[src/sv/rhtb_pkg.sv]
// Shared types, constants and character helpers for the hex text decoder.
`default_nettype none
package rhtb_pkg;

  localparam int QDEPTH = 4;
  localparam int QAW    = $clog2(QDEPTH);
  localparam int QCW    = $clog2(QDEPTH + 1);

  localparam logic [6:0] MAX_BYTES_RST = 7'd16;

  localparam logic CMD_CHAR    = 1'b0;
  localparam logic CMD_END     = 1'b1;
  localparam logic KIND_DATA   = 1'b0;
  localparam logic KIND_STATUS = 1'b1;

  localparam logic [7:0] CH_ZERO  = 8'h30;
  localparam logic [7:0] CH_NINE  = 8'h39;
  localparam logic [7:0] CH_LA    = 8'h61;
  localparam logic [7:0] CH_LF    = 8'h66;
  localparam logic [7:0] CH_UA    = 8'h41;
  localparam logic [7:0] CH_UF    = 8'h46;
  localparam logic [7:0] CH_LX    = 8'h78;
  localparam logic [7:0] CH_UX    = 8'h58;
  localparam logic [7:0] CH_SPACE = 8'h20;
  localparam logic [7:0] CH_TAB   = 8'h09;
  localparam logic [7:0] CH_CR    = 8'h0D;
  localparam logic [7:0] CH_NL    = 8'h0A;
  localparam logic [7:0] CH_COMMA = 8'h2C;
  localparam logic [7:0] CH_COLON = 8'h3A;
  localparam logic [7:0] CH_UNDER = 8'h5F;
  localparam logic [7:0] CH_DASH  = 8'h2D;

  typedef enum logic [1:0] {
    ST_OK       = 2'd0,
    ST_BAD_CHAR = 2'd1,
    ST_OVERFLOW = 2'd2,
    ST_ODD      = 2'd3
  } status_t;

  typedef struct packed {
    logic       nh;
    logic [3:0] hn;
    logic       zd;
    logic [6:0] bd;
    status_t    fe;
  } dec_t;

  typedef struct packed {
    dec_t       s;
    logic       hv;
    logic [7:0] dat;
    logic [6:0] idx;
  } tk_t;

  typedef struct packed {
    logic       has_data;
    logic [7:0] data;
    logic [6:0] idx;
    logic       has_status;
    status_t    status;
    logic [6:0] count;
  } op_t;

  // Bit 4 set means the character is not a hex digit.
  function automatic logic [4:0] digit_value(input logic [7:0] c);
    logic [7:0] d;
    d = 8'd0;
    if (c >= CH_ZERO && c <= CH_NINE) begin
      d = 8'(c - CH_ZERO);
      return {1'b0, d[3:0]};
    end
    if (c >= CH_LA && c <= CH_LF) begin
      d = 8'(c - CH_LA + 8'd10);
      return {1'b0, d[3:0]};
    end
    if (c >= CH_UA && c <= CH_UF) begin
      d = 8'(c - CH_UA + 8'd10);
      return {1'b0, d[3:0]};
    end
    return 5'h10;
  endfunction

  function automatic logic is_separator(input logic [7:0] c);
    return c == CH_SPACE || c == CH_TAB || c == CH_CR || c == CH_NL ||
           c == CH_COMMA || c == CH_COLON || c == CH_UNDER || c == CH_DASH;
  endfunction

endpackage
`default_nettype wire

[src/sv/relaxed_hex_text_to_bytes.sv]
// The word that causes a result is written into the queue; the output stage then registers it onto out_valid.
// Throughput: one input word per cycle while the queue is not full; the queue absorbs output stalls.
// An end of text whose held zero completes a byte yields two results: the data byte, then the status.
// Reset is synchronous and active low: the queue empties, text state clears,
// and the byte limit returns to 16.
`default_nettype none
module relaxed_hex_text_to_bytes (
  input  wire logic       clk,
  input  wire logic       rst_n,
  input  wire logic       in_valid,
  output logic            in_stall,
  input  wire logic       in_cmd,
  input  wire logic [7:0] in_ch,
  output logic            out_valid,
  input  wire logic       out_stall,
  output logic            out_kind,
  output logic [7:0]      out_data_byte,
  output logic [1:0]      out_status,
  output logic [6:0]      out_byte_count,
  output logic            out_last,
  input  wire logic       cfg_valid,
  output logic            cfg_ready,
  input  wire logic [6:0] cfg_data
);
  import rhtb_pkg::*;

  logic q_full;
  logic q_push;
  op_t  q_op;
  logic q_pop;
  logic q_empty;
  op_t  q_head;

  rhtb_front u_front (
    .clk       (clk),
    .rst_n     (rst_n),
    .in_valid  (in_valid),
    .in_stall  (in_stall),
    .in_cmd    (in_cmd),
    .in_ch     (in_ch),
    .cfg_valid (cfg_valid),
    .cfg_ready (cfg_ready),
    .cfg_data  (cfg_data),
    .q_full    (q_full),
    .q_push    (q_push),
    .q_op      (q_op)
  );

  rhtb_queue u_queue (
    .clk     (clk),
    .rst_n   (rst_n),
    .push    (q_push),
    .push_op (q_op),
    .full    (q_full),
    .pop     (q_pop),
    .empty   (q_empty),
    .head_op (q_head)
  );

  rhtb_back u_back (
    .clk            (clk),
    .rst_n          (rst_n),
    .q_empty        (q_empty),
    .q_head         (q_head),
    .q_pop          (q_pop),
    .out_valid      (out_valid),
    .out_stall      (out_stall),
    .out_kind       (out_kind),
    .out_data_byte  (out_data_byte),
    .out_status     (out_status),
    .out_byte_count (out_byte_count),
    .out_last       (out_last)
  );

endmodule
`default_nettype wire

[src/sv/rhtb_front.sv]
// Front end: accepts characters, classifies them and pairs nibbles into queue words.
`default_nettype none
module rhtb_front (
  input  wire logic          clk,
  input  wire logic          rst_n,
  input  wire logic          in_valid,
  output logic               in_stall,
  input  wire logic          in_cmd,
  input  wire logic [7:0]    in_ch,
  input  wire logic          cfg_valid,
  output logic               cfg_ready,
  input  wire logic [6:0]    cfg_data,
  input  wire logic          q_full,
  output logic               q_push,
  output rhtb_pkg::op_t      q_op
);
  import rhtb_pkg::*;

  dec_t       dec_r, dec_nxt;
  logic [6:0] max_bytes_r, max_bytes_nxt;
  logic       acc;
  logic       produce;

  function automatic tk_t take_digit(input dec_t s, input logic [3:0] nib,
                                     input logic [6:0] mx);
    tk_t r;
    r.s   = s;
    r.hv  = 1'b0;
    r.dat = 8'd0;
    r.idx = 7'd0;
    if (!s.nh) begin
      r.s.hn = nib;
      r.s.nh = 1'b1;
    end else begin
      r.s.nh = 1'b0;
      if (s.bd >= mx) begin
        r.s.fe = ST_OVERFLOW;
      end else begin
        r.hv   = 1'b1;
        r.dat  = {s.hn, nib};
        r.idx  = s.bd;
        r.s.bd = 7'(s.bd + 7'd1);
      end
    end
    return r;
  endfunction

  assign in_stall  = q_full;
  assign cfg_ready = 1'b1;
  assign acc       = in_valid && !in_stall;

  always_comb begin
    tk_t        t;
    dec_t       cur;
    logic       hv;
    logic [7:0] dat;
    logic [6:0] idx;
    logic       done;
    logic [4:0] dv;
    t    = '0;
    cur  = dec_r;
    hv   = 1'b0;
    dat  = 8'd0;
    idx  = 7'd0;
    done = 1'b0;
    dv   = digit_value(in_ch);
    q_op = '0;
    if (in_cmd == CMD_END) begin
      if (cur.fe == ST_OK && cur.zd) begin
        t   = take_digit(cur, 4'd0, max_bytes_r);
        cur = t.s;
        hv  = t.hv;
        dat = t.dat;
        idx = t.idx;
      end
      if (cur.fe == ST_OK && cur.nh) begin
        cur.fe = ST_ODD;
      end
      q_op.has_status = 1'b1;
      q_op.status     = cur.fe;
      q_op.count      = (cur.fe == ST_OK) ? cur.bd : 7'd0;
      cur             = '0;
    end else if (cur.fe == ST_OK) begin
      if (cur.zd) begin
        cur.zd = 1'b0;
        if (in_ch == CH_LX || in_ch == CH_UX) begin
          done = 1'b1;
        end else begin
          t    = take_digit(cur, 4'd0, max_bytes_r);
          cur  = t.s;
          hv   = t.hv;
          dat  = t.dat;
          idx  = t.idx;
          done = (cur.fe != ST_OK);
        end
      end
      if (!done) begin
        if (in_ch == CH_ZERO) begin
          cur.zd = 1'b1;
        end else if (is_separator(in_ch)) begin
          cur.zd = 1'b0;
        end else if (dv[4]) begin
          cur.fe = ST_BAD_CHAR;
        end else begin
          t   = take_digit(cur, dv[3:0], max_bytes_r);
          cur = t.s;
          if (t.hv) begin
            hv  = 1'b1;
            dat = t.dat;
            idx = t.idx;
          end
        end
      end
    end
    q_op.has_data = hv;
    q_op.data     = dat;
    q_op.idx      = idx;
    dec_nxt       = acc ? cur : dec_r;
    produce       = hv || (in_cmd == CMD_END);
    max_bytes_nxt = (cfg_valid && cfg_ready) ? cfg_data : max_bytes_r;
  end

  assign q_push = acc && produce;

  always_ff @(posedge clk) begin
    if (!rst_n) begin
      dec_r       <= '0;
      max_bytes_r <= MAX_BYTES_RST;
    end else begin
      dec_r       <= dec_nxt;
      max_bytes_r <= max_bytes_nxt;
    end
  end

`ifndef SYNTH
  a_err_no_zero: assert property (@(posedge clk) disable iff (!rst_n)
    dec_r.fe != ST_OK |-> !dec_r.zd)
    else $error("held zero kept after an error");
  a_end_clears: assert property (@(posedge clk) disable iff (!rst_n)
    (acc && in_cmd == CMD_END) |=> (dec_r.bd == 7'd0 && !dec_r.nh && dec_r.fe == ST_OK))
    else $error("text state not cleared at end of text");
`endif
endmodule
`default_nettype wire

[src/sv/rhtb_queue.sv]
// Short queue of decoded words between the front end and the output stage.
`default_nettype none
module rhtb_queue (
  input  wire logic          clk,
  input  wire logic          rst_n,
  input  wire logic          push,
  input  wire rhtb_pkg::op_t push_op,
  output logic               full,
  input  wire logic          pop,
  output logic               empty,
  output rhtb_pkg::op_t      head_op
);
  import rhtb_pkg::*;

  op_t              mem_r [QDEPTH];
  logic [QAW-1:0]   wp_r, wp_nxt;
  logic [QAW-1:0]   rp_r, rp_nxt;
  logic [QCW-1:0]   cnt_r, cnt_nxt;
  logic             do_pop;

  assign full    = (cnt_r == QCW'(QDEPTH));
  assign empty   = (cnt_r == '0);
  assign head_op = mem_r[rp_r];
  assign do_pop  = pop && !empty;

  always_comb begin
    wp_nxt  = push ? QAW'(wp_r + 1'b1) : wp_r;
    rp_nxt  = do_pop ? QAW'(rp_r + 1'b1) : rp_r;
    cnt_nxt = QCW'(cnt_r + QCW'(push) - QCW'(do_pop));
  end

  always_ff @(posedge clk) begin
    if (!rst_n) begin
      wp_r  <= '0;
      rp_r  <= '0;
      cnt_r <= '0;
    end else begin
      wp_r  <= wp_nxt;
      rp_r  <= rp_nxt;
      cnt_r <= cnt_nxt;
    end
  end

  always_ff @(posedge clk) begin
    if (push) begin
      mem_r[wp_r] <= push_op;
    end
  end

`ifndef SYNTH
  a_no_overrun: assert property (@(posedge clk) disable iff (!rst_n)
    push |-> !full)
    else $error("queue written while full");
  a_cnt_range: assert property (@(posedge clk) disable iff (!rst_n)
    cnt_r <= QCW'(QDEPTH))
    else $error("queue fill count out of range");
`endif
endmodule
`default_nettype wire

[src/sv/rhtb_back.sv]
// Output stage: turns queue words into data and status results.
`default_nettype none
module rhtb_back (
  input  wire logic          clk,
  input  wire logic          rst_n,
  input  wire logic          q_empty,
  input  wire rhtb_pkg::op_t q_head,
  output logic               q_pop,
  output logic               out_valid,
  input  wire logic          out_stall,
  output logic               out_kind,
  output logic [7:0]         out_data_byte,
  output logic [1:0]         out_status,
  output logic [6:0]         out_byte_count,
  output logic               out_last
);
  import rhtb_pkg::*;

  logic       valid_r, valid_nxt;
  logic       pend_r, pend_nxt;
  status_t    pst_r, pst_nxt;
  logic [6:0] pcnt_r, pcnt_nxt;
  logic       kind_r, kind_nxt;
  logic [7:0] data_r, data_nxt;
  status_t    st_r, st_nxt;
  logic [6:0] cnt_r, cnt_nxt;
  logic       last_r, last_nxt;
  logic       free;

  assign free = !valid_r || !out_stall;

  always_comb begin
    valid_nxt = valid_r;
    pend_nxt  = pend_r;
    pst_nxt   = pst_r;
    pcnt_nxt  = pcnt_r;
    kind_nxt  = kind_r;
    data_nxt  = data_r;
    st_nxt    = st_r;
    cnt_nxt   = cnt_r;
    last_nxt  = last_r;
    q_pop     = 1'b0;
    if (free) begin
      if (pend_r) begin
        valid_nxt = 1'b1;
        pend_nxt  = 1'b0;
        kind_nxt  = KIND_STATUS;
        data_nxt  = 8'd0;
        st_nxt    = pst_r;
        cnt_nxt   = pcnt_r;
        last_nxt  = 1'b1;
      end else if (!q_empty) begin
        q_pop     = 1'b1;
        valid_nxt = 1'b1;
        if (q_head.has_data) begin
          kind_nxt = KIND_DATA;
          data_nxt = q_head.data;
          st_nxt   = ST_OK;
          cnt_nxt  = q_head.idx;
          last_nxt = 1'b0;
          pend_nxt = q_head.has_status;
          pst_nxt  = q_head.status;
          pcnt_nxt = q_head.count;
        end else begin
          kind_nxt = KIND_STATUS;
          data_nxt = 8'd0;
          st_nxt   = q_head.status;
          cnt_nxt  = q_head.count;
          last_nxt = 1'b1;
        end
      end else begin
        valid_nxt = 1'b0;
      end
    end
  end

  always_ff @(posedge clk) begin
    if (!rst_n) begin
      valid_r <= 1'b0;
      pend_r  <= 1'b0;
    end else begin
      valid_r <= valid_nxt;
      pend_r  <= pend_nxt;
    end
  end

  always_ff @(posedge clk) begin
    pst_r  <= pst_nxt;
    pcnt_r <= pcnt_nxt;
    kind_r <= kind_nxt;
    data_r <= data_nxt;
    st_r   <= st_nxt;
    cnt_r  <= cnt_nxt;
    last_r <= last_nxt;
  end

  assign out_valid      = valid_r;
  assign out_kind       = kind_r;
  assign out_data_byte  = data_r;
  assign out_status     = st_r;
  assign out_byte_count = cnt_r;
  assign out_last       = last_r;

`ifndef SYNTH
  a_pend_shown: assert property (@(posedge clk) disable iff (!rst_n)
    pend_r |-> (valid_r && kind_r == KIND_DATA))
    else $error("pending status without a data word on the output");
`endif
endmodule
`default_nettype wire
[config.mk]
export PLATFORM = sky130hd
export DESIGN_NAME = relaxed_hex_text_to_bytes
export DESIGN_NICKNAME = d
export VERILOG_FILES = /design/src/sv/rhtb_pkg.sv /design/src/sv/relaxed_hex_text_to_bytes.sv /design/src/sv/rhtb_front.sv /design/src/sv/rhtb_queue.sv /design/src/sv/rhtb_back.sv
export SDC_FILE = /design/constraint.sdc
export NUM_CORES = 1
export LEC_CHECK = 0
export BUFFER_PORTS_ARGS = -buffer_cell sky130_fd_sc_hd__buf_2
export CAP_MARGIN = 25
export CORE_MARGIN = 2
export CORE_UTILIZATION = 57
export CTS_BUF_LIST = sky130_fd_sc_hd__clkbuf_4
export DETAILED_ROUTE_END_ITERATION = 12
export PLACE_DENSITY = 0.8
export SETUP_SLACK_MARGIN = 0.5
export SLEW_MARGIN = 20
export SYNTH_ARGS = -nofsm -noshare
export SYNTH_HDL_FRONTEND = slang
export SYNTH_SLANG_ARGS = --single-unit
[constraint.sdc]
create_clock -name clk -period 4.5 [get_ports clk]
set_input_delay 0 -clock clk [delete_from_list [all_inputs] [get_ports clk]]
set_output_delay 0 -clock clk [all_outputs]
set_load 0.05 [all_outputs]
==> Flow_metrics.wiki, run 1 <==
{| class="wikitable"
! Metric !! Value
|-
| Status || finished clean
|-
| Net count reported at finish || 704
|-
| Diode insertion count for antenna repair || 0
|-
| Number of flip-flops and latches in the synthesized netlist || 164
|-
| Half-perimeter wire length after placement || 10900 um
|-
| Max Fanout on Critical Path || 8
|-
| Hold Crit Start || in_ch[3]
|-
| Number of remaining DRC errors || 0
|-
| Initial Utilization || 0.585
|-
| Core region area || 13300 um^2
|-
| Number of top-level design ports || 43
|-
| Number of global-route vias before repair || 4918
|-
| Hold Path End || u_front.dec_r[9]
|-
| Slew of the pin with the lowest slew margin || 0.856 ns
|-
| Met2 wire length || 8080 um
|-
| Clk root buf || sky130_fd_sc_hd__clkbuf_4
|-
| Hold Vio Cnt, Final || 0
|-
| Global placer's final weighted congestion || 0.880
|-
| Highest layer used for signal routing || met4
|-
| CTS tree || yes
|-
| Detailed-routing iteration count for the pre-antenna-repair pass || 8
|-
| Layout overhead on the synthesized area || 18.2%
|-
| Primary FF master, synth || sky130_fd_sc_hd__edfxtp_1
|-
| Share of the synthesized area in the top cell type || 0.506
|-
| Fmax achieved || 249 MHz
|-
| Met1 WL || 6760 um
|-
| Worst supply voltage drop on vdd || 0.180 mV
|-
| TritonCTS buffer count || 17
|-
| Clk pin slew, worst setup/hold paths || 0.13 ns
|-
| Comb power frac || 0.302
|-
| Post-synth ARST share || 0
|-
| Via count || 4916
|-
| Overall global routing resource usage || 0.229
|-
| # port buffers || 41
|-
| Aggregate routed wire length || 15700 um
|-
| Final critical path time including I/O delays and setup || 4.01 ns
|-
| Terminus of the critical flop-to-flop path || u_queue.cnt_r[2]
|-
| Most used standard cell by instance count after synthesis || sky130_fd_sc_hd__edfxtp_1
|-
| Main area contributors after synthesis || sky130_fd_sc_hd__edfxtp_1, sky130_fd_sc_hd__dfxtp_1, sky130_fd_sc_hd__mux4_2
|-
| Reg2reg setup slack || 0.49 ns
|-
| RSZ-0062 raised after global routing || true
|-
| Final setup skew || 0.0153 ns
|-
| Net count after synthesis || 619
|-
| Worst relative slew slack || 0.428
|-
| Grt total ovfl || 0
|-
| Power per cell area || 446 nW/um^2
|-
| Crit path DAT || 4.46 ns
|-
| Net Sw Frac || 0.336
|-
| Leakage component of the power || 3.37 nW
|-
| Per-cell via count in the routed design || 5.83
|-
| YS warnings || 0
|-
| Final worst path period share || 0.891
|-
| Share of cells above drive strength 1 || 0.300
|-
| Die width || 121 um
|-
| Clock latency reported for the late side of the worst-skew pair || 0.55 ns
|-
| Crit. End Element || flop
|-
| Setup_tns || 0 ns
|-
| Fin. max-slew vios || 0
|-
| Proportion of power drawn by the clock network || 0.219
|-
| Pint || 2.72 mW
|-
| Number of max-cap violations || 0
|-
| CP startpoint kind || flop
|-
| Minimum hold slack || 0.0553 ns
|-
| Violation count after the first detailed-route iteration || 464
|-
| Portion of the post-synthesis area used by sequential elements || 0.591
|-
| Area of the die || 14600 um^2
|-
| Syn Inst Count || 569
|-
| Util after Layout || 0.691
|-
| Met3 wire len || 683 um
|-
| Max clock buf depth || 2
|-
| Min-Delay Path Class || input port to flop
|-
| Number of antenna-violating nets in the routed design || 0
|-
| Startpoint-to-endpoint class of the critical path || flop to flop
|-
| Std cell rows || 42
|-
| Largest area contributor in the netlist || sky130_fd_sc_hd__edfxtp_1
|-
| Reg-to-reg critical path startpoint || u_front.dec_r[3]
|-
| Global-route wire length before repair || 25000 um
|-
| Vertical die dimension || 121 um
|-
| Reg power frac || 0.478
|-
| Avg Synthesized Cell Area || 13.7 um^2
|-
| Worst-case reg-to-reg path depth || 21
|-
| H-tree depth reported by CTS || 4
|-
| Switch Pwr || 1.38 mW
|-
| Count of flip-flops with a built-in enable after synthesis || 131
|-
| Total setup violations reported at the end of the flow || 0
|-
| Number of antenna violations at the first check in global routing || 0
|-
| Post-route standard cell area excluding fillers || 9190 um^2
|-
| Maximum number of pins on one net before global-route repair || 27
|-
| Routed wire length per instance || 18.7 um
|-
| Hold path cells || 4
|-
| Number of distinct library cells after synthesis || 72
|-
| Placed instance area || 8450 um^2
|-
| Req. time, crit path || 4.95 ns
|-
| Post-synthesis instance area || 7770 um^2
|-
| Number of sinks on the clock net || 164
|-
| Top cell types by occurrence after synthesis || sky130_fd_sc_hd__edfxtp_1, sky130_fd_sc_hd__nand2_1, sky130_fd_sc_hd__dfxtp_1
|-
| Total power draw || 4.10 mW
|}
==> cells in the final DEF, fill, tap and decap left out, drive strengths merged, types with 13 or more instances in the layout <==
| cell | instances |
|---|---|
| ha | 28 |
| clkbuf | 20 |
| nor2 | 18 |
| nand2 | 46 |
| edfxtp | 131 |
| mux2i | 21 |
| nor2b | 22 |
| a21oi | 13 |
| dlygate4sd3 | 26 |
| dfxtp | 33 |
| and2 | 15 |
| buf | 72 |
| mux4 | 26 |
| o21ai | 27 |
| inv | 23 |
==> kinds of logic (layout without fill, tap and decap cells) <==
logic type / count (synthesis) / in the layout / synth area share
AND/OR/NAND/NOR: 155 / 155 / 0.110
multiplexers: 48 / 48 / 0.104
AO/OA/AOI/OAI: 101 / 101 / 0.0959
flip-flops: 164 / 164 / 0.591
buffers and inverters: 54 / 152 / 0.0312
XOR/XNOR: 17 / 17 / 0.0201
adder cells (fa/ha/maj): 29 / 29 / 0.0476
other: 1 / 1 / 0.000482
==> final cells by class <==
class / count / area (um^2)
flip-flops and latches: 164 / 4620
fillers: 902 / 4100
inverters: 22 / 87.6
repair buffers: 98 / 752
clock buffers: 20 / 150
multi-input cells: 351 / 3210
well taps: 176 / 220
clock inverters: 12 / 155
==> per-stage QoR <==
step,worst slack [ns],cells
final,0.492,843
after global routing,0.281,843
after CTS,0.441,839
after detailed placement,0.355,773
after global placement,0.362,772
after floorplan,0.446,569
==> state kept, by name (all words and copies together), names as in the netlist, named ones only <==
name and count:
u_back.out_byte_count 7, u_back.out_data_byte 8, u_back.out_kind 1, u_back.out_status 2, u_back.out_valid 1, u_back.pcnt_r 7, u_back.pend_r 1, u_back.pst_r 2
u_front.dec_r 15, u_front.max_bytes_r 7, u_queue.cnt_r 3, u_queue.mem_r 104, u_queue.rp_r 2, u_queue.wp_r 2
==> layer usage <==
layer / GRT usage / vias up
met5: 0 / -
met1: 0.299 / 2407
met2: 0.386 / 154
met4: 0.0712 / 0
li1: - / 2328
met3: 0.0486 / 27
==> critical path, cell delays in order, from the launching register on <==
cell	delay [ns]
sky130_fd_sc_hd__dfxtp_2	0.41
sky130_fd_sc_hd__ha_4	0.28
sky130_fd_sc_hd__nand2_2	0.05
sky130_fd_sc_hd__o21ai_4	0.25
sky130_fd_sc_hd__a21oi_4	0.10
sky130_fd_sc_hd__ha_4	0.27
sky130_fd_sc_hd__o211ai_1	0.09
sky130_fd_sc_hd__nand2_1	0.12
sky130_fd_sc_hd__inv_1	0.08
sky130_fd_sc_hd__ha_4	0.21
sky130_fd_sc_hd__nand2b_4	0.13
sky130_fd_sc_hd__a31oi_1	0.13
sky130_fd_sc_hd__o21ai_1	0.10
sky130_fd_sc_hd__a311oi_2	0.29
sky130_fd_sc_hd__and3_4	0.22
sky130_fd_sc_hd__o31a_1	0.20
sky130_fd_sc_hd__ha_4	0.15
sky130_fd_sc_hd__inv_2	0.03
sky130_fd_sc_hd__fa_2	0.36
sky130_fd_sc_hd__xnor2_2	0.14
sky130_fd_sc_hd__xnor2_1	0.12
sky130_fd_sc_hd__and2_1	0.15
==> power groups by stage <==
stage	sequential (mW)	combinational, mW	clock (mW)
floorplan	2.28	0.650	0
global placement	1.99	1.17	0
detailed placement	2.00	1.22	0
CTS	1.97	1.25	0.921
global route	1.98	1.33	0.984
finish	1.96	1.24	0.900
==> worst max-delay path by stage <==
stage	startpoint	end	slack, ns	depth (start not counted)
2_1_floorplan	u_front.dec_r[2]	u_queue.cnt_r[2]	0.45	24
5_1_grt	u_front.max_bytes_r[2]	u_queue.cnt_r[2]	0.28	22
3_5_place_dp	u_front.max_bytes_r[5]	u_queue.cnt_r[2]	0.35	22
6_report	u_front.dec_r[3]	u_queue.cnt_r[2]	0.49	21
4_1_cts	u_front.dec_r[2]	u_queue.cnt_r[2]	0.44	22
3_3_place_gp	u_front.dec_r[4]	u_queue.cnt_r[2]	0.36	18
==> what timing repair did <==
action / CTS / global route
endpoints found under the hold margin: 43 / 0
setup endpoints to repair: 85 / 86
pin swaps: 18 / 14
resized for setup: 19 / 9
hold buffers: 26 / 0
setup buffers: 8 / 4
Note: power is estimated with default switching activity, not from simulation.
==> inputs of run 2 (changes only) <==
--- a/config.mk
+++ b/config.mk
@@ -12,6 +12,7 @@
 export CTS_BUF_LIST = sky130_fd_sc_hd__clkbuf_4
 export DETAILED_ROUTE_END_ITERATION = 12
 export PLACE_DENSITY = 0.8
+export RECOVER_POWER = 25
 export SETUP_SLACK_MARGIN = 0.5
 export SLEW_MARGIN = 20
 export SYNTH_ARGS = -nofsm -noshare
==> run 2 against run 1 <==
Against the previous run: the flow now finishes with violations (capacitance limit, slew limit); combinational power shrank 3%; setup slack got worse by 0.096 ns; critical path depth grew 1; clock skew barely moved; die area stayed put; utilization fell by 0.46 points; global-route usage is the same; maximum frequency decreased by 2.3%; sequential power hardly changed; critical endpoint unchanged; largest cell class unchanged; largest power group unchanged.
==> Flow_metrics.wiki, run 2 (synthesis gave the netlist of run 1 again) <==
{| class="wikitable"
! Metric !! Value
|-
| Cell total after placement || 773 (unchanged)
|-
| Power per cell area || 445 nW/um^2 (-0.21%)
|-
| Hold Vio Cnt, Final || 0 (unchanged)
|-
| Per-cell via count in the routed design || 5.81 (-0.33%)
|-
| Initial Utilization || 0.585 (unchanged)
|-
| Net count reported at finish || 704 (unchanged)
|-
| Storage element area || 4610 um^2 (-0.16%)
|-
| Startpoint-to-endpoint class of the critical path || flop to flop
|-
| Number of sinks on the clock net || 164 (unchanged)
|-
| Worst relative slew slack || -0.0573 (-0.486)
|-
| Violation count after the first detailed-route iteration || 462 (-0.43%)
|-
| Final worst path period share || 0.912 (+0.0213)
|-
| CTS tree || yes
|-
| Global placer's final weighted congestion || 0.880 (unchanged)
|-
| Req. time, crit path || 4.96 ns (about the same)
|-
| Final Instance Count excl. Fillers || 843 (unchanged)
|-
| Worst supply voltage drop on vdd || 0.175 mV (-2.5%)
|-
| Detailed-routing iteration count for the pre-antenna-repair pass || 5 (-3)
|-
| TritonCTS buffer count || 17 (unchanged)
|-
| Leakage component of the power || 3.28 nW (-2.6%)
|-
| Aggregate routed wire length || 15800 um (+0.20%)
|-
| Clk root buf || sky130_fd_sc_hd__clkbuf_4
|-
| RSZ-0062 raised after global routing || true
|-
| Number of antenna violations at the first check in global routing || 0 (unchanged)
|-
| Diode insertion count for antenna repair || 0 (unchanged)
|-
| Crit. End Element || flop
|-
| Status || finished, violations left
|-
| Max Fanout on Critical Path || 4 (-4)
|-
| Min-Delay Path Class || input port to flop
|-
| Area of the die || 14600 um^2 (unchanged)
|-
| Grt total ovfl || 0 (unchanged)
|-
| Routed wire length per instance || 18.7 um (+0.20%)
|-
| Number of top-level design ports || 43 (unchanged)
|-
| Die width || 121 um (unchanged)
|-
| Number of max-cap violations || 1 (+1)
|-
| CP startpoint kind || flop
|-
| Number of remaining DRC errors || 0 (unchanged)
|-
| Share of cells above drive strength 1 || 0.247 (-0.0525)
|-
| Via count || 4900 (-0.33%)
|-
| Minimum hold slack || 0.0428 ns (-0.0125 ns)
|-
| Most common library cell in the layout ignoring fill and taps || sky130_fd_sc_hd__edfxtp_1
|-
| Clock latency reported for the late side of the worst-skew pair || 0.56 ns (about the same)
|-
| Terminus of the critical flop-to-flop path || u_queue.cnt_r[2]
|-
| Total setup violations reported at the end of the flow || 0 (unchanged)
|-
| Top register by number of flip-flops || u_queue.mem_r
|-
| Fillers || 932 (+3.3%)
|-
| Final setup skew || 0.0149 ns (-0.000439 ns)
|-
| Most frequent cells in the layout || sky130_fd_sc_hd__edfxtp_1, sky130_fd_sc_hd__nand2_1
|-
| Setup_tns || 0 ns (unchanged)
|-
| Max clock buf depth || 2 (unchanged)
|-
| Crit path DAT || 4.57 ns (+0.11 ns)
|-
| Layout overhead on the synthesized area || 17.4%
|-
| Maximum number of pins on one net before global-route repair || 27 (unchanged)
|-
| Core region area || 13300 um^2 (unchanged)
|-
| Vertical die dimension || 121 um (unchanged)
|-
| Hold path cells || 3 (-1)
|-
| Max reg flops || 104 (unchanged)
|-
| Fmax achieved || 244 MHz (-2.3%)
|-
| Std cell rows || 42 (unchanged)
|-
| Half-perimeter wire length after placement || 10900 um (unchanged)
|-
| Area used by multi-input combinational logic || 3200 um^2 (-0.23%)
|-
| # port buffers || 41 (unchanged)
|-
| Global-route wire length before repair || 25000 um (unchanged)
|-
| Slew of the pin with the lowest slew margin || 1.59 ns (+0.730 ns)
|-
| H-tree depth reported by CTS || 4 (unchanged)
|-
| Hold Crit Start || in_ch[1]
|-
| Failing checks || capacitance limit, slew limit
|-
| Fin. max-slew vios || 20 (+20)
|-
| Hold Path End || u_queue.mem_r[0][18]
|-
| Final critical path time including I/O delays and setup || 4.10 ns (+0.0959 ns)
|-
| Clk pin slew, worst setup/hold paths || 0.12 ns (about the same)
|-
| Worst-case reg-to-reg path depth || 22 (+4.8%)
|-
| Reg2reg setup slack || 0.40 ns (-0.10 ns)
|-
| Number of antenna-violating nets in the routed design || 0 (unchanged)
|-
| Number of global-route vias before repair || 4918 (unchanged)
|-
| Reg-to-reg critical path startpoint || u_front.max_bytes_r[2]
|-
| Overall global routing resource usage || 0.229 (unchanged)
|}
[run 2: cell count changes in the layout (fill, tap and decap cells not counted)]
cell                       change
sky130_fd_sc_hd__clkbuf_1     +26
sky130_fd_sc_hd__a21oi_1       +2
sky130_fd_sc_hd__and2_0        +1
sky130_fd_sc_hd__dfxtp_2       -6
sky130_fd_sc_hd__dfxtp_1       +6
sky130_fd_sc_hd__a21oi_2       -2
sky130_fd_sc_hd__buf_2        -22
sky130_fd_sc_hd__inv_1         +1
sky130_fd_sc_hd__and2_1        -1
sky130_fd_sc_hd__inv_2         -1
sky130_fd_sc_hd__buf_6         -1
sky130_fd_sc_hd__buf_4         -3
[run 2: critical path: stages, from the launching register on]
cell and delay (ns):
sky130_fd_sc_hd__dfxtp_1 0.35, sky130_fd_sc_hd__inv_1 0.08, sky130_fd_sc_hd__ha_4 0.22, sky130_fd_sc_hd__a21oi_1 0.24
sky130_fd_sc_hd__o21ai_4 0.14, sky130_fd_sc_hd__a21oi_4 0.20, sky130_fd_sc_hd__ha_4 0.22, sky130_fd_sc_hd__o211ai_1 0.09
sky130_fd_sc_hd__nand2_1 0.12, sky130_fd_sc_hd__inv_1 0.11, sky130_fd_sc_hd__ha_4 0.20, sky130_fd_sc_hd__nand2b_4 0.13
sky130_fd_sc_hd__a31oi_1 0.13, sky130_fd_sc_hd__o21ai_1 0.11, sky130_fd_sc_hd__a311oi_2 0.29, sky130_fd_sc_hd__and3_4 0.22
sky130_fd_sc_hd__o31a_1 0.20, sky130_fd_sc_hd__ha_4 0.15, sky130_fd_sc_hd__inv_2 0.03, sky130_fd_sc_hd__fa_2 0.36
sky130_fd_sc_hd__xnor2_2 0.14, sky130_fd_sc_hd__xnor2_1 0.12, sky130_fd_sc_hd__and2_1 0.15
[run 2: repair_timing]
action                     in CTS  in global routing
hold buffers                   26                  0
setup endpoints to repair      85                 86
buffers inserted                8                  4
hold endpoints to repair       43                  0
pin swaps                      18                 14
gates resized for setup        19                  9
[run 2: area by class of cell]
| type | count | area share |
|---|---|---|
| well taps | 176 | 0.0241 |
| inverters | 22 | 0.00959 |
| multi-input cells | 351 | 0.351 |
| flip-flops and latches | 164 | 0.505 |
| clock inverters | 12 | 0.0170 |
| repair buffers | 98 | 0.0773 |
| clock buffers | 20 | 0.0164 |
[run 2: worst max-delay path by stage]
stage	end	from	cells after the start	slack [ns]
6_report	u_queue.cnt_r[2]	u_front.max_bytes_r[2]	22	0.40
5_1_grt	u_queue.cnt_r[2]	u_front.max_bytes_r[2]	22	0.15
4_1_cts	u_queue.cnt_r[2]	u_front.dec_r[2]	22	0.44
3_5_place_dp	u_queue.cnt_r[2]	u_front.max_bytes_r[5]	22	0.35
3_3_place_gp	u_queue.cnt_r[2]	u_front.dec_r[4]	18	0.36
2_1_floorplan	u_queue.cnt_r[2]	u_front.dec_r[2]	24	0.45
[run 2: power by group]
part	leakage [nW]	switching, mW	internal [mW]
Clock	0.165	0.497	0.405
Combinational	1.57	0.793	0.406
Sequential	1.55	0.0907	1.87
[run 2: stage by stage]
stage	power (mW)	utilization	area, um^2	setup WS (ns)
after floorplan	2.93	-	8000	0.446
after detailed placement	3.22	0.635	8450	0.355
after global routing	4.26	0.687	9130	0.154
after global placement	3.16	0.634	8430	0.362
after CTS	4.13	0.686	9130	0.441
final	4.06	0.687	9130	0.396
[run 2: per-layer routing]
layer | up-vias | part of all wire | global-route usage
met3 | 20 | 0.044 | 0.0486
li1 | 2327 | - | -
met1 | 2414 | 0.44 | 0.299
met4 | 0 | 0.010 | 0.0712
met5 | - | 0 | 0
met2 | 139 | 0.51 | 0.386
==> inputs of run 3 (changes only) <==
--- a/config.mk
+++ b/config.mk
@@ -7,8 +7,10 @@
 export LEC_CHECK = 0
 export BUFFER_PORTS_ARGS = -buffer_cell sky130_fd_sc_hd__buf_2
 export CAP_MARGIN = 25
+export CELL_PAD_IN_SITES_DETAIL_PLACEMENT = 2
+export CELL_PAD_IN_SITES_GLOBAL_PLACEMENT = 2
 export CORE_MARGIN = 2
-export CORE_UTILIZATION = 57
+export CORE_UTILIZATION = 41
 export CTS_BUF_LIST = sky130_fd_sc_hd__clkbuf_4
 export DETAILED_ROUTE_END_ITERATION = 12
 export PLACE_DENSITY = 0.8
==> run 3 against run 2 <==
Against the previous run: largest power group unchanged; the flow finishes with violations (capacitance limit, slew limit, setup timing); utilization decreased by 14 points; critical endpoint unchanged; register-to-register slack got worse by 0.64 ns; sequential power about the same.
==> Flow_metrics.wiki, run 3 (synthesis gave the netlist of run 1 again) <==
{| class="wikitable"
! Metric !! Value
|-
| Setup_tns || -1.28 ns (-1.28 ns)
|-
| Number of antenna-violating nets in the routed design || 0 (unchanged)
|-
| Most common library cell in the layout ignoring fill and taps || sky130_fd_sc_hd__edfxtp_1
|-
| Initial Utilization || 0.417 (-0.168)
|-
| Total setup violations reported at the end of the flow || 60 (+60)
|-
| Number of antenna violations at the first check in global routing || 0 (unchanged)
|-
| Worst relative slew slack || -0.115 (-0.0578)
|-
| Post-route standard cell area excluding fillers || 10200 um^2 (+12%)
|-
| CP startpoint kind || flop
|-
| Maximum number of pins on one net before global-route repair || 27 (unchanged)
|-
| Half-perimeter wire length after placement || 14900 um (+37%)
|-
| Worst-case reg-to-reg path depth || 19 (-14%)
|-
| RSZ-0062 raised after global routing || true
|-
| Status || finished, violations left
|-
| Clk pin slew, worst setup/hold paths || 0.18 ns (+0.06 ns)
|-
| Max reg flops || 104 (unchanged)
|-
| Diode insertion count for antenna repair || 0 (unchanged)
|-
| Worst path depth || 19 (-14%)
|-
| Share of cells above drive strength 1 || 0.331 (+0.0841)
|-
| Final critical path time including I/O delays and setup || 4.75 ns (+0.642 ns)
|-
| Startpoint-to-endpoint class of the critical path || flop to flop
|-
| Util after Layout || 0.548 (-0.138)
|-
| Cell type of the slowest stage on the worst timing path || sky130_fd_sc_hd__a311oi_4
|-
| Clock latency reported for the late side of the worst-skew pair || 0.62 ns (+0.06 ns)
|-
| Per-cell via count in the routed design || 6.27 (+7.9%)
|-
| List of cells traversed by the critical path || inv_2, ha_4, nand2_4, o21ai_4, a211oi_2, buf_6, a21boi_0, nor2_2, inv_1, ha_1, a311oi_4, and3_4, o31a_1, ha_4, inv_2, fa_2, xnor2_2, xnor2_1, and2_1
|-
| Failing checks || capacitance limit, slew limit, setup timing
|-
| Req. time, crit path || 5.04 ns (+0.08 ns)
|-
| Hold Vio Cnt, Final || 0 (unchanged)
|-
| Leakage component of the power || 3.70 nW (+13%)
|-
| Overall global routing resource usage || 0.307 (+0.0782)
|-
| Slew of the pin with the lowest slew margin || 1.67 ns (+0.0867 ns)
|-
| TritonCTS buffer count || 17 (unchanged)
|-
| Final worst path period share || 1.05 (+0.143)
|-
| Number of sinks on the clock net || 164 (unchanged)
|-
| Detailed-routing iteration count for the pre-antenna-repair pass || 5 (unchanged)
|-
| Die width || 142 um (+17%)
|-
| Final setup skew || 0.0361 ns (+0.0212 ns)
|-
| Kind of cell adding the most delay to the critical path || compound AO/OA/AOI/OAI gates
|-
| Most frequent cells in the layout || sky130_fd_sc_hd__edfxtp_1, sky130_fd_sc_hd__nand2_1, sky130_fd_sc_hd__buf_4
|-
| Std cell rows || 50 (+19%)
|-
| Highest layer used for signal routing || met4
|-
| Fmax achieved || 211 MHz (-14%)
|-
| Aggregate routed wire length || 33500 um (+110%)
|-
| Number of buffer and inverter instances along the worst setup path || 4 (+1)
|-
| Placed instance area || 8500 um^2 (+0.68%)
|-
| Global placer's final weighted congestion || 0.813 (-7.6%)
|-
| Number of global-route vias before repair || 6398 (+30%)
|-
| Met1 WL || 12400 um (+80%)
|-
| Vertical die dimension || 142 um (+17%)
|-
| Number of top-level design ports || 43 (unchanged)
|-
| Number of remaining DRC errors || 0 (unchanged)
|-
| Top register by number of flip-flops || u_queue.mem_r
|-
| Fillers || 1725 (+85%)
|-
| Core region area || 18600 um^2 (+40%)
|-
| Global-route wire length before repair || 43700 um (+75%)
|-
| Grt total ovfl || 0 (unchanged)
|-
| Worst supply voltage drop on vdd || 0.187 mV (+7.1%)
|-
| Max Fanout on Critical Path || 11 (+7)
|-
| Delay of the slowest critical-path stage || 0.48 ns (+0.12 ns)
|-
| Clk root buf || sky130_fd_sc_hd__clkbuf_4
|-
| Layout overhead on the synthesized area || 31.5%
|-
| # port buffers || 41 (unchanged)
|-
| Net count reported at finish || 755 (+7.2%)
|-
| Met3 wire len || 1660 um (+140%)
|-
| Hold path cells || 3 (unchanged)
|-
| Routed wire length per instance || 35.2 um (+88%)
|-
| Violation count after the first detailed-route iteration || 583 (+26%)
|-
| CTS tree || yes
|-
| Crit path DAT || 5.29 ns (+0.72 ns)
|-
| Area of the die || 20100 um^2 (+38%)
|-
| H-tree depth reported by CTS || 4 (unchanged)
|-
| Smallest setup slack after layout || -0.246 ns (-0.642 ns)
|-
| Fin. max-slew vios || 19 (-5.0%)
|-
| Min-Delay Path Class || input port to flop
|-
| Number of max-cap violations || 1 (unchanged)
|-
| Crit. End Element || flop
|-
| Power per cell area || 442 nW/um^2 (-0.60%)
|-
| Max clock buf depth || 2 (unchanged)
|-
| Via count || 5968 (+22%)
|-
| Met2 wire length || 17100 um (+110%)
|}
[run 3: changes by cell type in the layout (fill, tap and decap cells not counted), moves of 4 or more]
cell                       change
sky130_fd_sc_hd__buf_4        +10
sky130_fd_sc_hd__buf_6        +21
sky130_fd_sc_hd__ha_1          -4
sky130_fd_sc_hd__a21boi_0      -4
sky130_fd_sc_hd__buf_16       +11
sky130_fd_sc_hd__a21boi_4      +4
sky130_fd_sc_hd__buf_12        +7
sky130_fd_sc_hd__a21oi_4       +4
[run 3: stage by stage]
stage / setup slack, ns / power (mW) / hold WS, ns / std cells
2_1_floorplan: 0.446 / 2.93 / 0.0989 / 569
3_3_place_gp: 0.258 / 3.19 / 0.232 / 828
3_5_place_dp: -0.0773 / 3.30 / 0.239 / 829
4_1_cts: 0.263 / 4.39 / 0.0445 / 937
5_1_grt: -0.248 / 4.66 / 0.0397 / 952
6_report: -0.246 / 4.52 / 0.0782 / 952
[run 3: report_power, final]
part,switching [mW],internal [mW]
clock,0.674,0.411
sequential,0.117,1.88
combinational,0.974,0.472
total,1.76,2.76
[run 3: area by class of cell]
type	count	area, um^2	area share
clock buffer	18	135	0.0132
tap	234	293	0.0286
inverter	22	87.6	0.00857
multi-input combinational	351	3410	0.333
clock inverter	14	190	0.0186
timing repair buffer	149	1500	0.146
sequential	164	4620	0.452
[run 3: worst min-delay path: stages]
cell and delay, ns:
sky130_fd_sc_hd__buf_2 0.14, sky130_fd_sc_hd__a22oi_1 0.23, sky130_fd_sc_hd__nor2_1 0.13
[run 3: timing repair]
action	4_1_cts	5_1_grt
buffers inserted	38	14
gates cloned	11	1
pin swaps	23	30
hold endpoints to repair	41	0
resized for setup	39	61
setup endpoints to repair	130	175
hold buffers	27	0
[run 3: layer usage]
metal / up-vias / GRT usage
li1: 2440 / -
met1: 3059 / 0.362
met2: 340 / 0.547
met3: 129 / 0.0523
met4: 0 / 0.144
met5: - / 0
[run 3: path summary, 6_finish.rpt]
path | startpoint | endpoint | slack [ns]
min reg2reg | u_front.dec_r[12] | u_front.dec_r[12] | 0.54
max reg2reg | u_front.max_bytes_r[1] | u_queue.cnt_r[2] | -0.25
min | in_ch[1] | u_queue.mem_r[3][18] | 0.08
max | u_front.max_bytes_r[1] | u_queue.cnt_r[2] | -0.25
